`src/rtl/core/pwook_pkg.sv`:
```
`timescale 1ns / 1ps
// Package for the pulse-width OOK frame sender: codes, register layout,
// reset values and the configuration struct. No dependencies.
package pwook_pkg;

  localparam int MSG_BITS_DEF = 12;
  localparam int TIME_W       = 16;
  localparam int REP_W        = 4;
  localparam int CFG_ADDR_W   = 4;
  localparam int CFG_DATA_W   = 32;

  localparam logic OP_TICK  = 1'b0;
  localparam logic OP_START = 1'b1;

  localparam logic [1:0] REG_SHORT_TIME   = 2'd0;
  localparam logic [1:0] REG_LONG_TIME    = 2'd1;
  localparam logic [1:0] REG_PAUSE_TIME   = 2'd2;
  localparam logic [1:0] REG_REPEAT_COUNT = 2'd3;

  localparam logic [TIME_W-1:0] SHORT_TIME_RST   = 16'd1000;
  localparam logic [TIME_W-1:0] LONG_TIME_RST    = 16'd2000;
  localparam logic [TIME_W-1:0] PAUSE_TIME_RST   = 16'd35000;
  localparam logic [REP_W-1:0]  REPEAT_COUNT_RST = 4'd4;

  typedef struct packed {
    logic [TIME_W-1:0] short_time;
    logic [TIME_W-1:0] long_time;
    logic [TIME_W-1:0] pause_time;
    logic [REP_W-1:0]  repeat_count;
  } cfg_t;

  function automatic logic [TIME_W-1:0] nz_time(input logic [TIME_W-1:0] v);
    return (v == '0) ? TIME_W'(1) : v;
  endfunction

  function automatic logic [REP_W-1:0] nz_rep(input logic [REP_W-1:0] v);
    return (v == '0) ? REP_W'(1) : v;
  endfunction

endpackage

```
`src/rtl/core/pwook_if.sv`:
```
`timescale 1ns / 1ps
// Valid/ready channel interfaces for the frame sender: command items in,
// status items out. Depends on pwook_pkg.
interface pwook_in_if #(
  parameter int MSG_BITS = pwook_pkg::MSG_BITS_DEF
);
  logic                valid;
  logic                ready;
  logic                opcode;
  logic [MSG_BITS-1:0] message;

  modport source (output valid, output opcode, output message, input ready);
  modport sink   (input valid, input opcode, input message, output ready);
endinterface

interface pwook_out_if;
  logic valid;
  logic ready;
  logic pin_level;
  logic busy_res;
  logic accepted;
  logic done_res;

  modport source (output valid, output pin_level, output busy_res, output accepted,
                  output done_res, input ready);
  modport sink   (input valid, input pin_level, input busy_res, input accepted,
                  input done_res, output ready);
endinterface

```
`src/rtl/core/pwook_cfg_regs.sv`:
```
`timescale 1ns / 1ps
// APB-style register file for the frame sender timing and repeat count.
// Depends on pwook_pkg.
module pwook_cfg_regs (
  input  logic                                clk_i,
  input  logic                                rst_ni,
  input  logic                                psel,
  input  logic                                penable,
  input  logic                                pwrite,
  input  logic [pwook_pkg::CFG_ADDR_W-1:0]    paddr,
  input  logic [pwook_pkg::CFG_DATA_W-1:0]    pwdata,
  output logic [pwook_pkg::CFG_DATA_W-1:0]    prdata,
  output logic                                pready,
  output pwook_pkg::cfg_t                     cfg_o
);

  pwook_pkg::cfg_t cfg_q, cfg_d;
  logic            wr_en;
  logic [1:0]      reg_idx;

  assign pready  = 1'b1;
  assign wr_en   = psel && penable && pwrite && pready;
  assign reg_idx = paddr[3:2];
  assign cfg_o   = cfg_q;

  always_comb begin
    cfg_d = cfg_q;
    if (wr_en) begin
      unique case (reg_idx)
        pwook_pkg::REG_SHORT_TIME:   cfg_d.short_time   = pwdata[pwook_pkg::TIME_W-1:0];
        pwook_pkg::REG_LONG_TIME:    cfg_d.long_time    = pwdata[pwook_pkg::TIME_W-1:0];
        pwook_pkg::REG_PAUSE_TIME:   cfg_d.pause_time   = pwdata[pwook_pkg::TIME_W-1:0];
        pwook_pkg::REG_REPEAT_COUNT: cfg_d.repeat_count = pwdata[pwook_pkg::REP_W-1:0];
        default: cfg_d = cfg_q;
      endcase
    end
  end

  always_comb begin
    unique case (reg_idx)
      pwook_pkg::REG_SHORT_TIME:   prdata = pwook_pkg::CFG_DATA_W'(cfg_q.short_time);
      pwook_pkg::REG_LONG_TIME:    prdata = pwook_pkg::CFG_DATA_W'(cfg_q.long_time);
      pwook_pkg::REG_PAUSE_TIME:   prdata = pwook_pkg::CFG_DATA_W'(cfg_q.pause_time);
      pwook_pkg::REG_REPEAT_COUNT: prdata = pwook_pkg::CFG_DATA_W'(cfg_q.repeat_count);
      default: prdata = '0;
    endcase
  end

  always_ff @(posedge clk_i or negedge rst_ni) begin
    if (!rst_ni) begin
      cfg_q.short_time   <= pwook_pkg::SHORT_TIME_RST;
      cfg_q.long_time    <= pwook_pkg::LONG_TIME_RST;
      cfg_q.pause_time   <= pwook_pkg::PAUSE_TIME_RST;
      cfg_q.repeat_count <= pwook_pkg::REPEAT_COUNT_RST;
    end else begin
      cfg_q <= cfg_d;
    end
  end

endmodule

```
`src/rtl/core/pwook_engine.sv`:
```
`timescale 1ns / 1ps
// Waveform sequencer: frame state, timers and the registered status item.
// Depends on pwook_pkg and pwook_if.
module pwook_engine #(
  parameter int MSG_BITS = pwook_pkg::MSG_BITS_DEF
) (
  input  logic            clk_i,
  input  logic            rst_ni,
  input  pwook_pkg::cfg_t cfg_i,
  pwook_in_if.sink        in_ch,
  pwook_out_if.source     out_ch
);

  localparam int BitsW = $clog2(MSG_BITS + 1);
  localparam int TW    = pwook_pkg::TIME_W;
  localparam int RW    = pwook_pkg::REP_W;

  typedef enum logic [2:0] {
    PhIdle, PhSync, PhLow, PhHigh, PhPause
  } phase_e;

  phase_e              phase_q, phase_d;
  logic [BitsW-1:0]    bits_q, bits_d, bits_dec;
  logic [RW-1:0]       frames_q, frames_d, frames_dec;
  logic [TW-1:0]       time_q, time_d, time_dec;
  logic [MSG_BITS-1:0] shift_q, shift_d, shifted;
  logic [MSG_BITS-1:0] saved_q, saved_d;
  logic                res_valid_q;
  logic                pin_q, busy_q, acc_q, done_q;
  logic                acc_d, done_d;
  logic                in_fire;

  assign in_ch.ready = !res_valid_q || out_ch.ready;
  assign in_fire     = in_ch.valid && in_ch.ready;

  assign time_dec   = (time_q != '0) ? time_q - TW'(1) : time_q;
  assign bits_dec   = (bits_q != '0) ? bits_q - BitsW'(1) : bits_q;
  assign frames_dec = (frames_q != '0) ? frames_q - RW'(1) : frames_q;
  assign shifted    = shift_q << 1;

  always_comb begin
    phase_d  = phase_q;
    bits_d   = bits_q;
    frames_d = frames_q;
    time_d   = time_q;
    shift_d  = shift_q;
    saved_d  = saved_q;
    acc_d    = 1'b0;
    done_d   = 1'b0;
    if (in_fire) begin
      if (in_ch.opcode == pwook_pkg::OP_START) begin
        if (phase_q == PhIdle) begin
          saved_d  = in_ch.message;
          shift_d  = in_ch.message;
          frames_d = pwook_pkg::nz_rep(cfg_i.repeat_count);
          bits_d   = '0;
          phase_d  = PhSync;
          time_d   = pwook_pkg::nz_time(cfg_i.short_time);
          acc_d    = 1'b1;
        end
      end else if (phase_q != PhIdle) begin
        time_d = time_dec;
        if (time_dec == '0) begin
          unique case (phase_q)
            PhSync: begin
              bits_d  = BitsW'(MSG_BITS);
              phase_d = PhLow;
              time_d  = pwook_pkg::nz_time(shift_q[MSG_BITS-1] ? cfg_i.short_time
                                                               : cfg_i.long_time);
            end
            PhLow: begin
              phase_d = PhHigh;
              time_d  = pwook_pkg::nz_time(shift_q[MSG_BITS-1] ? cfg_i.long_time
                                                               : cfg_i.short_time);
            end
            PhHigh: begin
              shift_d = shifted;
              bits_d  = bits_dec;
              if (bits_dec != '0) begin
                phase_d = PhLow;
                time_d  = pwook_pkg::nz_time(shifted[MSG_BITS-1] ? cfg_i.short_time
                                                                 : cfg_i.long_time);
              end else begin
                phase_d = PhPause;
                time_d  = pwook_pkg::nz_time(cfg_i.pause_time);
              end
            end
            PhPause: begin
              frames_d = frames_dec;
              if (frames_dec != '0) begin
                shift_d = saved_q;
                phase_d = PhSync;
                time_d  = pwook_pkg::nz_time(cfg_i.short_time);
              end else begin
                phase_d = PhIdle;
                time_d  = '0;
                done_d  = 1'b1;
              end
            end
            default: phase_d = PhIdle;
          endcase
        end
      end
    end
  end

  always_ff @(posedge clk_i or negedge rst_ni) begin
    if (!rst_ni) begin
      phase_q     <= PhIdle;
      bits_q      <= '0;
      frames_q    <= '0;
      time_q      <= '0;
      shift_q     <= '0;
      saved_q     <= '0;
      res_valid_q <= 1'b0;
      pin_q       <= 1'b0;
      busy_q      <= 1'b0;
      acc_q       <= 1'b0;
      done_q      <= 1'b0;
    end else begin
      phase_q  <= phase_d;
      bits_q   <= bits_d;
      frames_q <= frames_d;
      time_q   <= time_d;
      shift_q  <= shift_d;
      saved_q  <= saved_d;
      if (in_fire) begin
        res_valid_q <= 1'b1;
        pin_q       <= (phase_d == PhSync) || (phase_d == PhHigh);
        busy_q      <= (phase_d != PhIdle);
        acc_q       <= acc_d;
        done_q      <= done_d;
      end else if (out_ch.ready) begin
        res_valid_q <= 1'b0;
      end
    end
  end

  assign out_ch.valid     = res_valid_q;
  assign out_ch.pin_level = pin_q;
  assign out_ch.busy_res  = busy_q;
  assign out_ch.accepted  = acc_q;
  assign out_ch.done_res  = done_q;

  a_acc_sync: assert property (@(posedge clk_i) disable iff (!rst_ni)
    res_valid_q && acc_q |-> pin_q && busy_q && (phase_q == PhSync))
    else $error("accepted start without sync level");

  a_done_idle: assert property (@(posedge clk_i) disable iff (!rst_ni)
    res_valid_q && done_q |-> !pin_q && !busy_q && (phase_q == PhIdle))
    else $error("done while still transmitting");

  a_idle_clear: assert property (@(posedge clk_i) disable iff (!rst_ni)
    (phase_q == PhIdle) |-> (frames_q == '0))
    else $error("frames pending while idle");

  a_bits_range: assert property (@(posedge clk_i) disable iff (!rst_ni)
    bits_q <= BitsW'(MSG_BITS))
    else $error("bit counter out of range");

  a_busy_timer: assert property (@(posedge clk_i) disable iff (!rst_ni)
    (phase_q != PhIdle) |-> (time_q != '0))
    else $error("timer expired without phase change");

endmodule

```
`src/rtl/core/pulse_width_ook_frame_sender.sv`:
```
`timescale 1ns / 1ps
// Top level of the pulse-width OOK frame sender: register port and sequencer.
// Depends on pwook_pkg, pwook_if, pwook_cfg_regs and pwook_engine.
//
//   port     dir  kind          payload
//   in_i     in   valid/ready   opcode, message
//   out_o    out  valid/ready   pin_level, busy_res, accepted, done_res
//   APB      in   psel/penable  short_time, long_time, pause_time, repeat_count
//
// One item per cycle unless stalled; its status item comes next cycle from the
// result register. The sequencer state updates at the edge that takes the item.
// Reset clears state to idle with the pin low and loads the default timing.
// A stalled status item holds; a new item is taken when the result register
// is empty or drains in the same cycle.
module pulse_width_ook_frame_sender #(
  parameter int MSG_BITS = pwook_pkg::MSG_BITS_DEF
) (
  input  logic                               clk_i,
  input  logic                               rst_ni,
  pwook_in_if.sink                           in_i,
  pwook_out_if.source                        out_o,
  input  logic                               psel,
  input  logic                               penable,
  input  logic                               pwrite,
  input  logic [pwook_pkg::CFG_ADDR_W-1:0]   paddr,
  input  logic [pwook_pkg::CFG_DATA_W-1:0]   pwdata,
  output logic [pwook_pkg::CFG_DATA_W-1:0]   prdata,
  output logic                               pready
);

  pwook_pkg::cfg_t cfg;

  pwook_cfg_regs u_cfg (
    .clk_i   (clk_i),
    .rst_ni  (rst_ni),
    .psel    (psel),
    .penable (penable),
    .pwrite  (pwrite),
    .paddr   (paddr),
    .pwdata  (pwdata),
    .prdata  (prdata),
    .pready  (pready),
    .cfg_o   (cfg)
  );

  pwook_engine #(
    .MSG_BITS (MSG_BITS)
  ) u_engine (
    .clk_i  (clk_i),
    .rst_ni (rst_ni),
    .cfg_i  (cfg),
    .in_ch  (in_i),
    .out_ch (out_o)
  );

endmodule

```
`src/flat_wrapper.sv`:
```
// flat-port wrapper written by rule: the top's interface ports become plain ports
module pulse_width_ook_frame_sender_flat 
#(
  parameter int MSG_BITS = pwook_pkg::MSG_BITS_DEF
)
  (clk_i, rst_ni, psel, penable, pwrite, paddr, pwdata, prdata, pready, in_i_valid, in_i_opcode, in_i_message, in_i_ready, out_o_valid, out_o_pin_level, out_o_busy_res, out_o_accepted, out_o_done_res, out_o_ready);
  pwook_in_if #(.MSG_BITS(MSG_BITS)) in_i_i ();
  pwook_out_if out_o_i ();
  input  logic clk_i;
  input  logic rst_ni;
  input  logic psel;
  input  logic penable;
  input  logic pwrite;
  input  logic [pwook_pkg::CFG_ADDR_W-1:0] paddr;
  input  logic [pwook_pkg::CFG_DATA_W-1:0] pwdata;
  output logic [pwook_pkg::CFG_DATA_W-1:0] prdata;
  output logic pready;
  input wire logic [$bits(in_i_i.valid)-1:0] in_i_valid;
  input wire logic [$bits(in_i_i.opcode)-1:0] in_i_opcode;
  input wire logic [$bits(in_i_i.message)-1:0] in_i_message;
  output wire logic [$bits(in_i_i.ready)-1:0] in_i_ready;
  output wire logic [$bits(out_o_i.valid)-1:0] out_o_valid;
  output wire logic [$bits(out_o_i.pin_level)-1:0] out_o_pin_level;
  output wire logic [$bits(out_o_i.busy_res)-1:0] out_o_busy_res;
  output wire logic [$bits(out_o_i.accepted)-1:0] out_o_accepted;
  output wire logic [$bits(out_o_i.done_res)-1:0] out_o_done_res;
  input wire logic [$bits(out_o_i.ready)-1:0] out_o_ready;
  assign in_i_i.valid = in_i_valid;
  assign in_i_i.opcode = in_i_opcode;
  assign in_i_i.message = in_i_message;
  assign in_i_ready = in_i_i.ready;
  assign out_o_valid = out_o_i.valid;
  assign out_o_pin_level = out_o_i.pin_level;
  assign out_o_busy_res = out_o_i.busy_res;
  assign out_o_accepted = out_o_i.accepted;
  assign out_o_done_res = out_o_i.done_res;
  assign out_o_i.ready = out_o_ready;
  pulse_width_ook_frame_sender #(.MSG_BITS(MSG_BITS)) u_core (.clk_i(clk_i), .rst_ni(rst_ni), .in_i(in_i_i), .out_o(out_o_i), .psel(psel), .penable(penable), .pwrite(pwrite), .paddr(paddr), .pwdata(pwdata), .prdata(prdata), .pready(pready));
endmodule
```
`config.mk`:
```
export PLATFORM = sky130hd
export DESIGN_NAME = pulse_width_ook_frame_sender_flat
export DESIGN_NICKNAME = d
export VERILOG_FILES = /design/src/rtl/core/pwook_pkg.sv /design/src/rtl/core/pwook_if.sv /design/src/rtl/core/pwook_cfg_regs.sv /design/src/rtl/core/pwook_engine.sv /design/src/rtl/core/pulse_width_ook_frame_sender.sv /design/src/flat_wrapper.sv
export SDC_FILE = /design/constraint.sdc
export NUM_CORES = 1
export LEC_CHECK = 0
export ABC_CLOCK_PERIOD_IN_PS = 7250
export BUFFER_PORTS_ARGS = -buffer_cell sky130_fd_sc_hd__buf_2
export CELL_PAD_IN_SITES_DETAIL_PLACEMENT = 1
export CELL_PAD_IN_SITES_GLOBAL_PLACEMENT = 1
export CORE_MARGIN = 1
export CORE_UTILIZATION = 29
export DETAILED_ROUTE_END_ITERATION = 8
export PLACE_DENSITY = 0.57
export SLEW_MARGIN = 5
export SYNTH_ARGS = -nofsm -noshare
export SYNTH_HDL_FRONTEND = slang
export SYNTH_SLANG_ARGS = --single-unit
```
`constraint.sdc`:
```
create_clock -name clk_i -period 7.25 [get_ports clk_i]
set_input_delay 0.3625 -clock clk_i [delete_from_list [all_inputs] [get_ports clk_i]]
set_output_delay 0.3625 -clock clk_i [all_outputs]
set_load 0.02 [all_outputs]
```
Word-level counts from Yosys, hierarchy flattened. Index checks and enable logic that the tools add are counted.

Flip-flop bits (word level): 108. Word-level logic and storage cells: 119.

$add $sub $neg: 3. Equal/unequal tests: 11. Muxes and demuxes: 53. Reduce and logical (&&, ||, !) cells: 37.

Operators by type and width (number): 16-bit two-way mux (15); 32-bit case mux with 4 select lines (1); 16-bit zero test (6); 16-bit case mux with 4 select lines (1); 12-bit two-way mux (5); 4-bit two-way mux (12); 12-bit case mux with 2 select lines (1); 3-bit two-way mux (6); 16-bit nonzero test (1); 4-bit nonzero test (4); 16-bit by 1-bit subtractor with 16-bit output (second input constant) (1); 3-bit case mux with 4 select lines (1); 3-bit nonzero test (4); 1-bit two-way mux (10); 5-bit AND reduction (2); 3-bit by 2-bit equality test with 1-bit output (second input constant) (3); 4-bit case mux with 2 select lines (1); 2-bit AND reduction (4); 2-bit nonzero test (4); 4-bit by 1-bit subtractor with 4-bit output (second input constant) (2); 3-bit by 1-bit equality test with 1-bit output (second input constant) (2); 3-bit AND reduction (2); 6-bit AND reduction (1); 2-bit equality test (second input constant) (2); 10 further kinds (13).

Longest topological paths before layout. Gate-level depths: netlist of the first run.

Depth after elaboration: 11. Mapped depth: 12.

Cells and area by module. A second synthesis of the first run with hierarchy kept.

Cells, all modules: 712. Area, all modules: 6980.4 um2.

By module, submodules not included: pwook_engine (instances 1, cells an instance 531, area each 4431.8 um2, sequential area each 1401.3 um2); pwook_cfg_regs (instances 1, cells an instance 181, area each 2548.7 um2, sequential area each 1325.0 um2).

Least setup slack after synthesis of the first run. No wires, ideal clock.

Path kind: reg-to-reg. Start point: register u_core.u_engine.time_q[0]. End point: register u_core.u_engine.shift_q[2]. Setup time: 0.137 ns. Data arrival time: 2.835 ns. Slack: 4.278 ns. Stages on the path, launching flop included: 13. Buffers on the path: 2. Period minus slack after synthesis: 2.972 ns. Cells stage by stage: dfrtp_1 clkbuf_1 inv_1 ha_1 nor4b_2 nand4_1 mux2_2 and3_1 nand4_4 or3_1 buf_2 o22ai_1 a21oi_1.

Cells in the longest elaborated chain, start to end: 5. Elaborated cells between the ends (all ways): 6. Those cells by class: add/sub: 1; mux: 1; reduce/logical: 4.

RTL lines: start, declared (RTL line pwook_engine.sv:25) `logic [TW-1:0] time_q, time_d, time_dec;`; start signal, assigned (RTL line pwook_engine.sv:124) `time_q <= time_d;`; 16-bit by 1-bit subtractor with 16-bit output / 16-bit nonzero test (equally long branches) (RTL line pwook_engine.sv:36) `assign time_dec = (time_q != '0) ? time_q - TW'(1) : time_q;`; 16-bit two-way mux * (RTL line pwook_engine.sv:36); 16-bit zero test * (RTL line pwook_engine.sv:63) `if (time_dec == '0) begin`; 2-bit nonzero test (no line) *; 6-bit AND reduction (no line) *; end signal, assigned (RTL line pwook_engine.sv:125) `shift_q <= shift_d;`; end, declared (RTL line pwook_engine.sv:26) `logic [MSG_BITS-1:0] shift_q, shift_d, shifted;`.

Every way passes the cells marked *; elsewhere a longest branch is shown, timed or not. A chain may end at the register's enable or synchronous reset.

Worst setup path in the final report of the first run.
Start point: register u_core.u_engine.time_q[0]. End point: register u_core.u_engine.shift_q[9].

Same word-level chain as after synthesis.

==> results.toml, run 1 <==
[global_routing]
antenna_found_initial = 0
grt_max_degree = 58
first_global_vias = 6245
grtUsageTotal_pct = 18.9
grt.overflow.total = 0
grt_pass1_wl_mm = 35.3

[setup_path]
crit_path_end_kind = "flop"
critical_path_peak_fanout = 12
path_class = "flop to flop"
crit_chain = "inv_1 -> ha_1 -> nor4b_2 -> nand4_1 -> mux2_2 -> and3_1 -> nand4_4 -> nor2_1 -> o22ai_1 -> a21oi_1"
worstPathArrival_ps = 3990
cp_slowest_stage_delay_ps = 820
cp_slowest_cell = "nor2_1"
r2r_cells = 10
start_kind = "flop"
cp.required_ps = 7530

[synthesis]
synth_enable_flop_cells = 0
seq_area_frac_synth_pct = 40.8
syn_area_mm2 = 0.00669
ys_async_sr_fraction_pct = 100
ys.flop_type = "dfrtp_1"
synth_cells = 712
synth.distinct_cells = 73
synth_seq_cells = 108
yosysWarnings = 0
avgSynthCellArea_um2 = 9.40

[layout]
n_fill_cell = 2606
drive_gt1_share_pct = 25.3
syn2layout_area_growth_pct = 11.7
antenna_cells = 0
post-route-util_pct = 33.0
nets = 808
final_cells = 1035
fin_area_mm2 = 0.00747

[clock_tree]
clockRootBuffer = "clkbuf_16"
clkSinkCount = 108
post_cts_buffers = 0
cts_resized = 0
clkTransAtPathRegs_ps = 80
cts_tree = "built"
htree_num_levels = 3
ctsLongestPathBuffers = 2
holdBufCountCts = 0
cts_made_buffers = 9
clk_latency_ps = 360

[sta]
rsz0062_at_grt = "false"
period_needed_ps = 3710
setup_viol = 0
max-slew-margin-rel_pct = 32.6
min_period_over_period_pct = 51.2
hold_slack_ps = 41.5
finalSetupTns_ps = 0
fin_skew_ps = 13.3
report.final.slew_viol_count = 0
hold_viol_final = 0
tightest_slew_ps = 1010
setup_ws_ps = 3540
fmax_mhz = 269

[die]
start_util_pct = 29.5
die_area_mm2 = 0.0237
core_area_mm2 = 0.0226
die_w_um = 154
io_pins = 95
rows = 55
die_h_um = 154

[power_and_ir_drop]
p_switching_uw = 864
power.internal_mw = 1.34
p_seq_share_pct = 45.3
clkPwrFrac_pct = 22.6
power.density_mw_per_mm2 = 294
max-vdd-ir-drop_mv = 0.117
power_mw = 2.20
netSwitchingFraction_pct = 39.3
power.leakage_nw = 3.11
power_frac_comb_pct = 32.1

[detailed_routing]
antenna_left = 0
vias = 5918
dr.pass1.iters = 5
drt_iter0_markers = 352
viasPerCell = 5.72
route.detailed.wl_per_inst_um = 20.8
wl_mm = 21.5
drc = 0

[place]
dp.cells = 1019
portBuffers = 59
dp_hpwl_mm = 15.6
dp_slack_ps = 3540
gp_congestion = 0.853
dpl_cell_area_mm2 = 0.00718

[flow_run]
maxCapViolCount = 0

[hold_path]
hold_path.class = "input port to asynchronous set/reset pin"

[outcome]
status = "finished, final reports clean"
[metal layers]
| metal | routed length (um) | global-route usage [%] | up-vias |
|---|---|---|---|
| li1 | - | - | 2703 |
| met1 | 9890 | 26.2 | 3006 |
| met2 | 9980 | 29.5 | 168 |
| met3 | 1170 | 3.61 | 41 |
| met4 | 505 | 6.62 | 0 |
| met5 | 0 | 0 | - |
[layout by cell type (no fill, tap or decap), types with 3 or more instances in the layout]
master,netlist,final
inv_1,16,16
nor3_1,20,18
a21oi_1,38,38
buf_2,5,58
mux4_2,4,4
and2_1,5,5
a211o_1,3,3
o31ai_1,4,4
nand2b_1,7,7
nor3_2,2,3
mux2_2,67,67
a22oi_1,4,4
or3_1,20,20
a222oi_1,13,13
nor4_1,13,13
a31oi_1,10,10
and3_1,4,4
o211ai_1,3,3
nor2b_1,4,4
nand3_1,11,11
o21ai_0,41,41
buf_4,17,9
xnor2_1,4,4
clkbuf_16,0,9
dfstp_2,19,19
o22ai_1,35,35
nor3b_1,5,4
dfrtp_1,89,89
nand4_1,7,7
mux2i_1,19,19
nor2_1,74,74
nand2_1,52,52
conb_1,2,17
ha_1,7,7
[power groups by stage]
| stage | combinational, mW | sequential, mW | clock (mW) |
|---|---|---|---|
| after floorplan | 0.571 | 0.887 | 0 |
| after global placement | 0.678 | 0.991 | 0 |
| after detailed placement | 0.704 | 1.00 | 0 |
| after CTS | 0.709 | 0.991 | 0.513 |
| after global routing | 0.781 | 1.02 | 0.538 |
| final | 0.705 | 0.997 | 0.498 |
[worst max-delay path: cells and delay by family (launching register included)]
| kind | cells | cell delay (ps) |
|---|---|---|
| and+or+nand+nor | 5 | 2090 |
| AOI/OAI and AO/OA | 2 | 350 |
| DFF | 1 | 530 |
| muxes | 1 | 350 |
| buffers and inverters | 1 | 140 |
| adders and majority gates | 1 | 160 |
[synthesized netlist by cell type (all sizes together), types with 3 or more instances]
library cell | instances | area (um2)
o22ai | 35 | 219
or4 | 4 | 37.5
nor2 | 74 | 278
a31oi | 10 | 62.6
clkbuf | 34 | 128
or3 | 20 | 125
a22oi | 4 | 30.0
nor4 | 14 | 93.8
mux4 | 4 | 90.1
dfstp | 19 | 499
nor3b | 5 | 37.5
o21ai | 44 | 224
nand2 | 52 | 195
mux2 | 67 | 754
nand3 | 11 | 55.1
ha | 7 | 87.6
xnor2 | 4 | 35.0
buf | 26 | 175
o31ai | 4 | 30.0
a211o | 3 | 26.3
nor3 | 23 | 136
and3 | 4 | 25.0
o211ai | 4 | 35.0
dfrtp | 89 | 2230
mux2i | 19 | 190
nand2b | 7 | 43.8
nand4 | 8 | 65.1
nor2b | 4 | 25.0
and2 | 6 | 37.5
inv | 16 | 60.1
a222oi | 13 | 130
a21oi | 38 | 190
[state kept, by name (all words and copies together), names as in the netlist]
signal / flops
u_core.u_engine.out_ch.done_res: 1
u_core.u_cfg.cfg_o: 52
u_core.u_engine.out_ch.pin_level: 1
u_core.u_engine.out_ch.accepted: 1
u_core.u_engine.shift_q: 12
u_core.u_engine.bits_q: 4
u_core.u_engine.frames_q: 4
u_core.u_engine.time_q: 16
u_core.u_engine.out_ch.valid: 1
u_core.u_engine.saved_q: 12
u_core.u_engine.phase_q: 3
u_core.u_engine.out_ch.busy_res: 1
[cells by family after synthesis]
family,Yosys count,share of synthesized area [%]
buf+inv,77,5.48
mux,90,15.5
flops,108,40.8
simple gates,243,18.7
xor+xnor,5,0.655
other cells,2,0.112
fa+ha+maj,7,1.31
compound gates,180,17.5
[final cells by class]
type	instances	area [um2]	area share [%]
multi-input combinational	542	3670	49.2
tap	285	357	4.77
inverter	17	63.8	0.854
clock inverter	5	41.3	0.552
sequential	108	2730	36.5
clock buffer	11	253	3.38
timing repair buffer	67	358	4.79
[worst paths after layout]
check | startpoint | endpoint | slack [ps]
min | rst_ni | u_core.u_engine.out_ch.pin_level$_DFFE_PN0P_ | 40
max reg2reg | u_core.u_engine.time_q[0]$_DFFE_PN0P_ | u_core.u_engine.shift_q[9]$_DFFE_PN0P_ | 3540
max | u_core.u_engine.time_q[0]$_DFFE_PN0P_ | u_core.u_engine.shift_q[9]$_DFFE_PN0P_ | 3540
min reg2reg | u_core.u_engine.out_ch.accepted$_DFFE_PN0P_ | u_core.u_engine.out_ch.accepted$_DFFE_PN0P_ | 480
min in group clk_i | in_i_valid | u_core.u_engine.out_ch.valid$_DFFE_PN0P_ | 240
max in group asynchronous | rst_ni | u_core.u_cfg.cfg_o[36]$_DFFE_PN0P_ | 5990
No activity file was read; power rests on OpenSTA's default activity.
==> run 2, diff against run 1 <==
--- a/config.mk
+++ b/config.mk
@@ -5,14 +5,14 @@
 export SDC_FILE = /design/constraint.sdc
 export NUM_CORES = 1
 export LEC_CHECK = 0
-export ABC_CLOCK_PERIOD_IN_PS = 7250
+export ABC_CLOCK_PERIOD_IN_PS = 3400
 export BUFFER_PORTS_ARGS = -buffer_cell sky130_fd_sc_hd__buf_2
 export CELL_PAD_IN_SITES_DETAIL_PLACEMENT = 1
 export CELL_PAD_IN_SITES_GLOBAL_PLACEMENT = 1
 export CORE_MARGIN = 1
 export CORE_UTILIZATION = 29
 export DETAILED_ROUTE_END_ITERATION = 8
-export PLACE_DENSITY = 0.57
+export PLACE_DENSITY = 0.6
 export SLEW_MARGIN = 5
 export SYNTH_ARGS = -nofsm -noshare
 export SYNTH_HDL_FRONTEND = slang
==> constraint.sdc (replaced) <==
create_clock -name clk_i -period 3.4 [get_ports clk_i]
set_input_delay 0.17 -clock clk_i [delete_from_list [all_inputs] [get_ports clk_i]]
set_output_delay 0.17 -clock clk_i [all_outputs]
set_load 0.02 [all_outputs]
==> results.toml, run 2 (synthesis gave the netlist of run 1 again) <==
[sta]
finalSetupTns_ps = 0
period_needed_ps = 3110
fin_skew_ps = 11.8
fmax_mhz = 322
setup_viol = 0
hold_viol_final = 40
max-slew-margin-rel_pct = 32.6
tightest_slew_ps = 1010
report.final.slew_viol_count = 0
min_period_over_period_pct = 91.3
hold_slack_ps = -41.8
rsz0062_at_grt = "false"

[power_and_ir_drop]
power_mw = 4.80
power.leakage_nw = 3.22
power.density_mw_per_mm2 = 628
max-vdd-ir-drop_mv = 0.235

[place]
dp_hpwl_mm = 15.2
portBuffers = 59
gp_congestion = 0.813
dpl_cell_area_mm2 = 0.00734

[flow_run]
maxCapViolCount = 0

[setup_path]
cp.required_ps = 3630
worstPathArrival_ps = 3340
start_kind = "flop"
crit_family = "simple AND/OR/NAND/NOR gates"
crit_buf_inv = 0
critical_path_peak_fanout = 12
crit_chain = "nor4_2 -> and4_1 -> mux2i_1 -> and3_1 -> nand4_4 -> or3_1 -> o22ai_1 -> a21oi_1"
cp_slowest_cell = "or3_1"
path_class = "flop to flop"
cp_slowest_stage_delay_ps = 630
crit_path_end_kind = "flop"

[detailed_routing]
antenna_left = 0
drt_iter0_markers = 391
route.detailed.wl_per_inst_um = 20.0
dr.pass1.iters = 6
viasPerCell = 5.50
wl_mm = 21.1
drc = 0
vias = 5817

[layout]
seqCellArea_mm2 = 0.00273
antenna_cells = 0
syn2layout_area_growth_pct = 14.3
layout_commonest_cell = "dfrtp_1"
fin_area_mm2 = 0.00764
final_cell_mix = "dfrtp_1, nor2_1, mux2_2"
largest_register_ff_count = 52
nets = 830
post-route-util_pct = 33.8
n_fill_cell = 2617
drive_gt1_share_pct = 27.3
multi_input_area_mm2 = 0.00367

[global_routing]
grtUsageTotal_pct = 18.5
globalRouteMet3Util_pct = 1.72
first_global_vias = 5901
grt_use_met1_pct = 27.0
antenna_found_initial = 0
grt.overflow.total = 0
top_usage_layer = "met2"
use_met2_pct = 28.4
grt_pass1_wl_mm = 34.1
grt_max_degree = 76

[clock_tree]
clkTransAtPathRegs_ps = 80
cts_tree = "built"
clockRootBuffer = "clkbuf_16"
holdBufCountCts = 0
cts_resized = 0
cts_made_buffers = 9
ctsLongestPathBuffers = 2
htree_num_levels = 3
clk_latency_ps = 370
clkSinkCount = 108
post_cts_buffers = 0

[hold_path]
hold_path.class = "input port to asynchronous set/reset pin"

[die]
die_w_um = 154
die_area_mm2 = 0.0237
rows = 55
start_util_pct = 29.5
core_area_mm2 = 0.0226
io_pins = 95
die_h_um = 154

[outcome]
failed_checks = "negative hold slack"
status = "finished, violations left"
## run 2: cell types whose count changed in the layout (fill, tap and decap cells not counted), sizes merged
cell	before	now
buf	67	89
clkinv	3	1
clkbuf	11	10
inv	18	20
bufinv	0	1
## run 2: final cells by class
class / count / share of cell area [%]
flip-flops and latches: 108 / 35.7
multi-input cells: 542 / 48.0
repair buffers: 89 / 6.84
clock inverters: 6 / 1.01
clock buffers: 10 / 3.00
inverters: 17 / 0.835
well taps: 285 / 4.66
## run 2: metal layers
layer,wire length [um],up-vias
met1,10400,2927
li1,-,2743
met2,9550,128
met5,0,-
met3,763,19
met4,352,0
## run 2: path summary, 6_finish.rpt
check | start | slack, ps | cells past startpoint | to
setup / recovery | u_core.u_engine.time_q[10]$_DFFE_PN0P_ | 290 | 8 | u_core.u_engine.shift_q[7]$_DFFE_PN0P_
hold / removal | rst_ni | -40 | 1 | u_core.u_engine.out_ch.valid$_DFFE_PN0P_
setup reg to reg | u_core.u_engine.time_q[10]$_DFFE_PN0P_ | 290 | 8 | u_core.u_engine.shift_q[7]$_DFFE_PN0P_
hold reg to reg | u_core.u_engine.out_ch.busy_res$_DFFE_PN0P_ | 480 | 2 | u_core.u_engine.out_ch.busy_res$_DFFE_PN0P_
max in group asynchronous | rst_ni | 2490 | 2 | u_core.u_cfg.cfg_o[45]$_DFFE_PN1P_
min in group clk_i | in_i_valid | 40 | 2 | u_core.u_engine.out_ch.valid$_DFFE_PN0P_
## run 2: where the power goes
group	internal (mW)	switching [mW]	total (mW)
sequential	1.65	0.429	2.07
clock	0.589	0.536	1.13
combinational	0.710	0.891	1.60
## run 2: metrics by stage
stage	setup WS [ps]	std cells
global route	97.8	1057
detailed placement	315	1041
CTS	295	1057
floorplan	428	727
global placement	329	1041
finish	295	1057
==> run 3, diff against run 2 <==
--- a/config.mk
+++ b/config.mk
@@ -5,14 +5,15 @@
 export SDC_FILE = /design/constraint.sdc
 export NUM_CORES = 1
 export LEC_CHECK = 0
-export ABC_CLOCK_PERIOD_IN_PS = 3400
+export ABC_CLOCK_PERIOD_IN_PS = 3900
 export BUFFER_PORTS_ARGS = -buffer_cell sky130_fd_sc_hd__buf_2
 export CELL_PAD_IN_SITES_DETAIL_PLACEMENT = 1
 export CELL_PAD_IN_SITES_GLOBAL_PLACEMENT = 1
 export CORE_MARGIN = 1
 export CORE_UTILIZATION = 29
 export DETAILED_ROUTE_END_ITERATION = 8
-export PLACE_DENSITY = 0.6
+export GPL_TIMING_DRIVEN = 0
+export PLACE_DENSITY = 0.57
 export SLEW_MARGIN = 5
 export SYNTH_ARGS = -nofsm -noshare
 export SYNTH_HDL_FRONTEND = slang
==> constraint.sdc (replaced) <==
create_clock -name clk_i -period 3.9 [get_ports clk_i]
set_input_delay 0.39 -clock clk_i [delete_from_list [all_inputs] [get_ports clk_i]]
set_output_delay 0.39 -clock clk_i [all_outputs]
set_load 0.02 [all_outputs]
==> results.toml, run 3 (synthesis gave the netlist of run 1 again) <==
[outcome]
status = "finished, final reports clean"

[global_routing]
grt.overflow.total = 0
antenna_found_initial = 0
first_global_vias = 6295
grt_max_degree = 67
grtUsageTotal_pct = 19.9
grt_pass1_wl_mm = 36.9

[die]
die_w_um = 154
start_util_pct = 29.5
rows = 55
die_area_mm2 = 0.0237
io_pins = 95
core_area_mm2 = 0.0226
die_h_um = 154

[setup_path]
cp.required_ps = 4110
crit_path_end_kind = "flop"
path_class = "input port to flop"
start_kind = "input port"
r2r-start = "u_core.u_engine.time_q[0]$_DFFE_PN0P_"
crit_start = "in_i_opcode"
cp_slowest_cell = "or3_1"
crit_chain = "buf_2 -> clkbuf_1 -> clkinv_1 -> clkbuf_1 -> clkbuf_1 -> ha_1 -> or3_1 -> clkbuf_1 -> or3_1 -> buf_2 -> o22ai_1 -> a21oi_1"
path_common_cell = "clkbuf_1"
cp_slowest_stage_delay_ps = 460
critical_path_peak_fanout = 10
worstPathArrival_ps = 3870

[flow_run]
maxCapViolCount = 0

[detailed_routing]
dr.pass1.iters = 8
vias = 6063
wl_mm = 22.9
viasPerCell = 5.56
drc = 0
route.detailed.wl_per_inst_um = 21.0
drt_iter0_markers = 484
antenna_left = 0

[sta]
fmax_mhz = 274
hold_slack_ps = 259
period_needed_ps = 3650
rsz0062_at_grt = "false"
fin_skew_ps = 15.0
min_period_over_period_pct = 93.7
report.final.slew_viol_count = 0
hold_viol_final = 0
tightest_slew_ps = 1260
setup_viol = 0
max-slew-margin-rel_pct = 16.1
finalSetupTns_ps = 0

[clock_tree]
clockRootBuffer = "clkbuf_16"
clkTransAtPathRegs_ps = 80
cts_made_buffers = 9
cts_tree = "built"
ctsLongestPathBuffers = 2
clk_latency_ps = 360
htree_num_levels = 3
clkSinkCount = 108

[layout]
final_cell_mix = "dfrtp_1, nor2_1, mux2_2"
fin_area_mm2 = 0.00778
n_fill_cell = 2628
layout_commonest_cell = "dfrtp_1"
drive_gt1_share_pct = 26.0
antenna_cells = 0
syn2layout_area_growth_pct = 16.3
largest_register_ff_count = 52
nets = 863

[place]
dp_hpwl_mm = 17.1
portBuffers = 59
gp_congestion = 0.864
dpl_cell_area_mm2 = 0.00744

[power_and_ir_drop]
power.density_mw_per_mm2 = 538
max-vdd-ir-drop_mv = 0.207
power.leakage_nw = 3.26

[hold_path]
min-delay-start = "in_i_valid"
hold_path.class = "input port to flop"
==> run 3: changes by cell type in the layout (fill, tap and decap cells not counted), sizes merged <==
| cell | change |
|---|---|
| clkbuf | +33 |
| buf | -2 |
| clkinv | +2 |
| bufinv | -1 |
| dlygate4sd3 | +1 |
==> run 3: final cells by class <==
class	count	area, um2	share of cell area (%)
well taps	285	357	4.58
flip-flops and latches	108	2730	35.0
multi-input cells	542	3680	47.3
clock inverters	7	77.6	0.997
repair buffers	62	347	4.45
inverters	17	63.8	0.820
clock buffers	9	225	2.89
plain buffers	60	304	3.91
==> run 3: metal layers <==
metal	vias to the layer above	routed length [um]	global-route usage [%]
met5	-	0	0
met4	0	316	5.29
met3	21	939	2.23
met2	161	11000	32.1
met1	3074	10600	28.3
li1	2807	-	-
==> run 3: timing repair <==
item | 4_1_cts | 5_1_grt
pin swaps | 0 | 2
setup endpoints to repair | 12 | 15
hold buffers | 1 | 0
setup buffers | 0 | 1
resized for setup | 1 | 5
hold endpoints to repair | 32 | 0
==> run 3: critical path: cells and delay by family <==
kind,cells,cell delay (ps)
buffers and inverters,7,2050
adder cells (fa/ha/maj),1,340
AND/OR/NAND/NOR,2,820
AO/OA/AOI/OAI,2,260
==> run 3: final timing paths <==
| kind | slack (ps) | endpoint | depth (start not counted) |
|---|---|---|---|
| min reg2reg | 480 | u_core.u_engine.out_ch.busy_res$_DFFE_PN0P_ | 2 |
| min | 260 | u_core.u_engine.out_ch.valid$_DFFE_PN0P_ | 2 |
| max in group asynchronous | 2640 | u_core.u_cfg.cfg_o[39]$_DFFE_PN1P_ | 3 |
| max | 250 | u_core.u_engine.shift_q[9]$_DFFE_PN0P_ | 12 |
| max reg2reg | 250 | u_core.u_engine.shift_q[9]$_DFFE_PN0P_ | 12 |
| min in group asynchronous | 520 | u_core.u_engine.out_ch.accepted$_DFFE_PN0P_ | 2 |
==> run 3: per-stage QoR <==
step / cells / power [mW] / setup slack, ps / util (%)
after floorplan: 727 / 2.71 / 928 / -
after global placement: 1071 / 3.17 / -622 / 32.7
after detailed placement: 1072 / 3.24 / -725 / 32.8
after CTS: 1089 / 4.20 / 106 / 34.3
after global routing: 1090 / 4.44 / 1.27 / 34.4
final: 1090 / 4.18 / 247 / 34.4
==> run 3: where the power goes <==
group	internal, mW	switching [mW]	total [mW]
Combinational	0.611	0.855	1.47
Sequential	1.43	0.342	1.78
Clock	0.457	0.486	0.943
Total	2.50	1.68	4.18
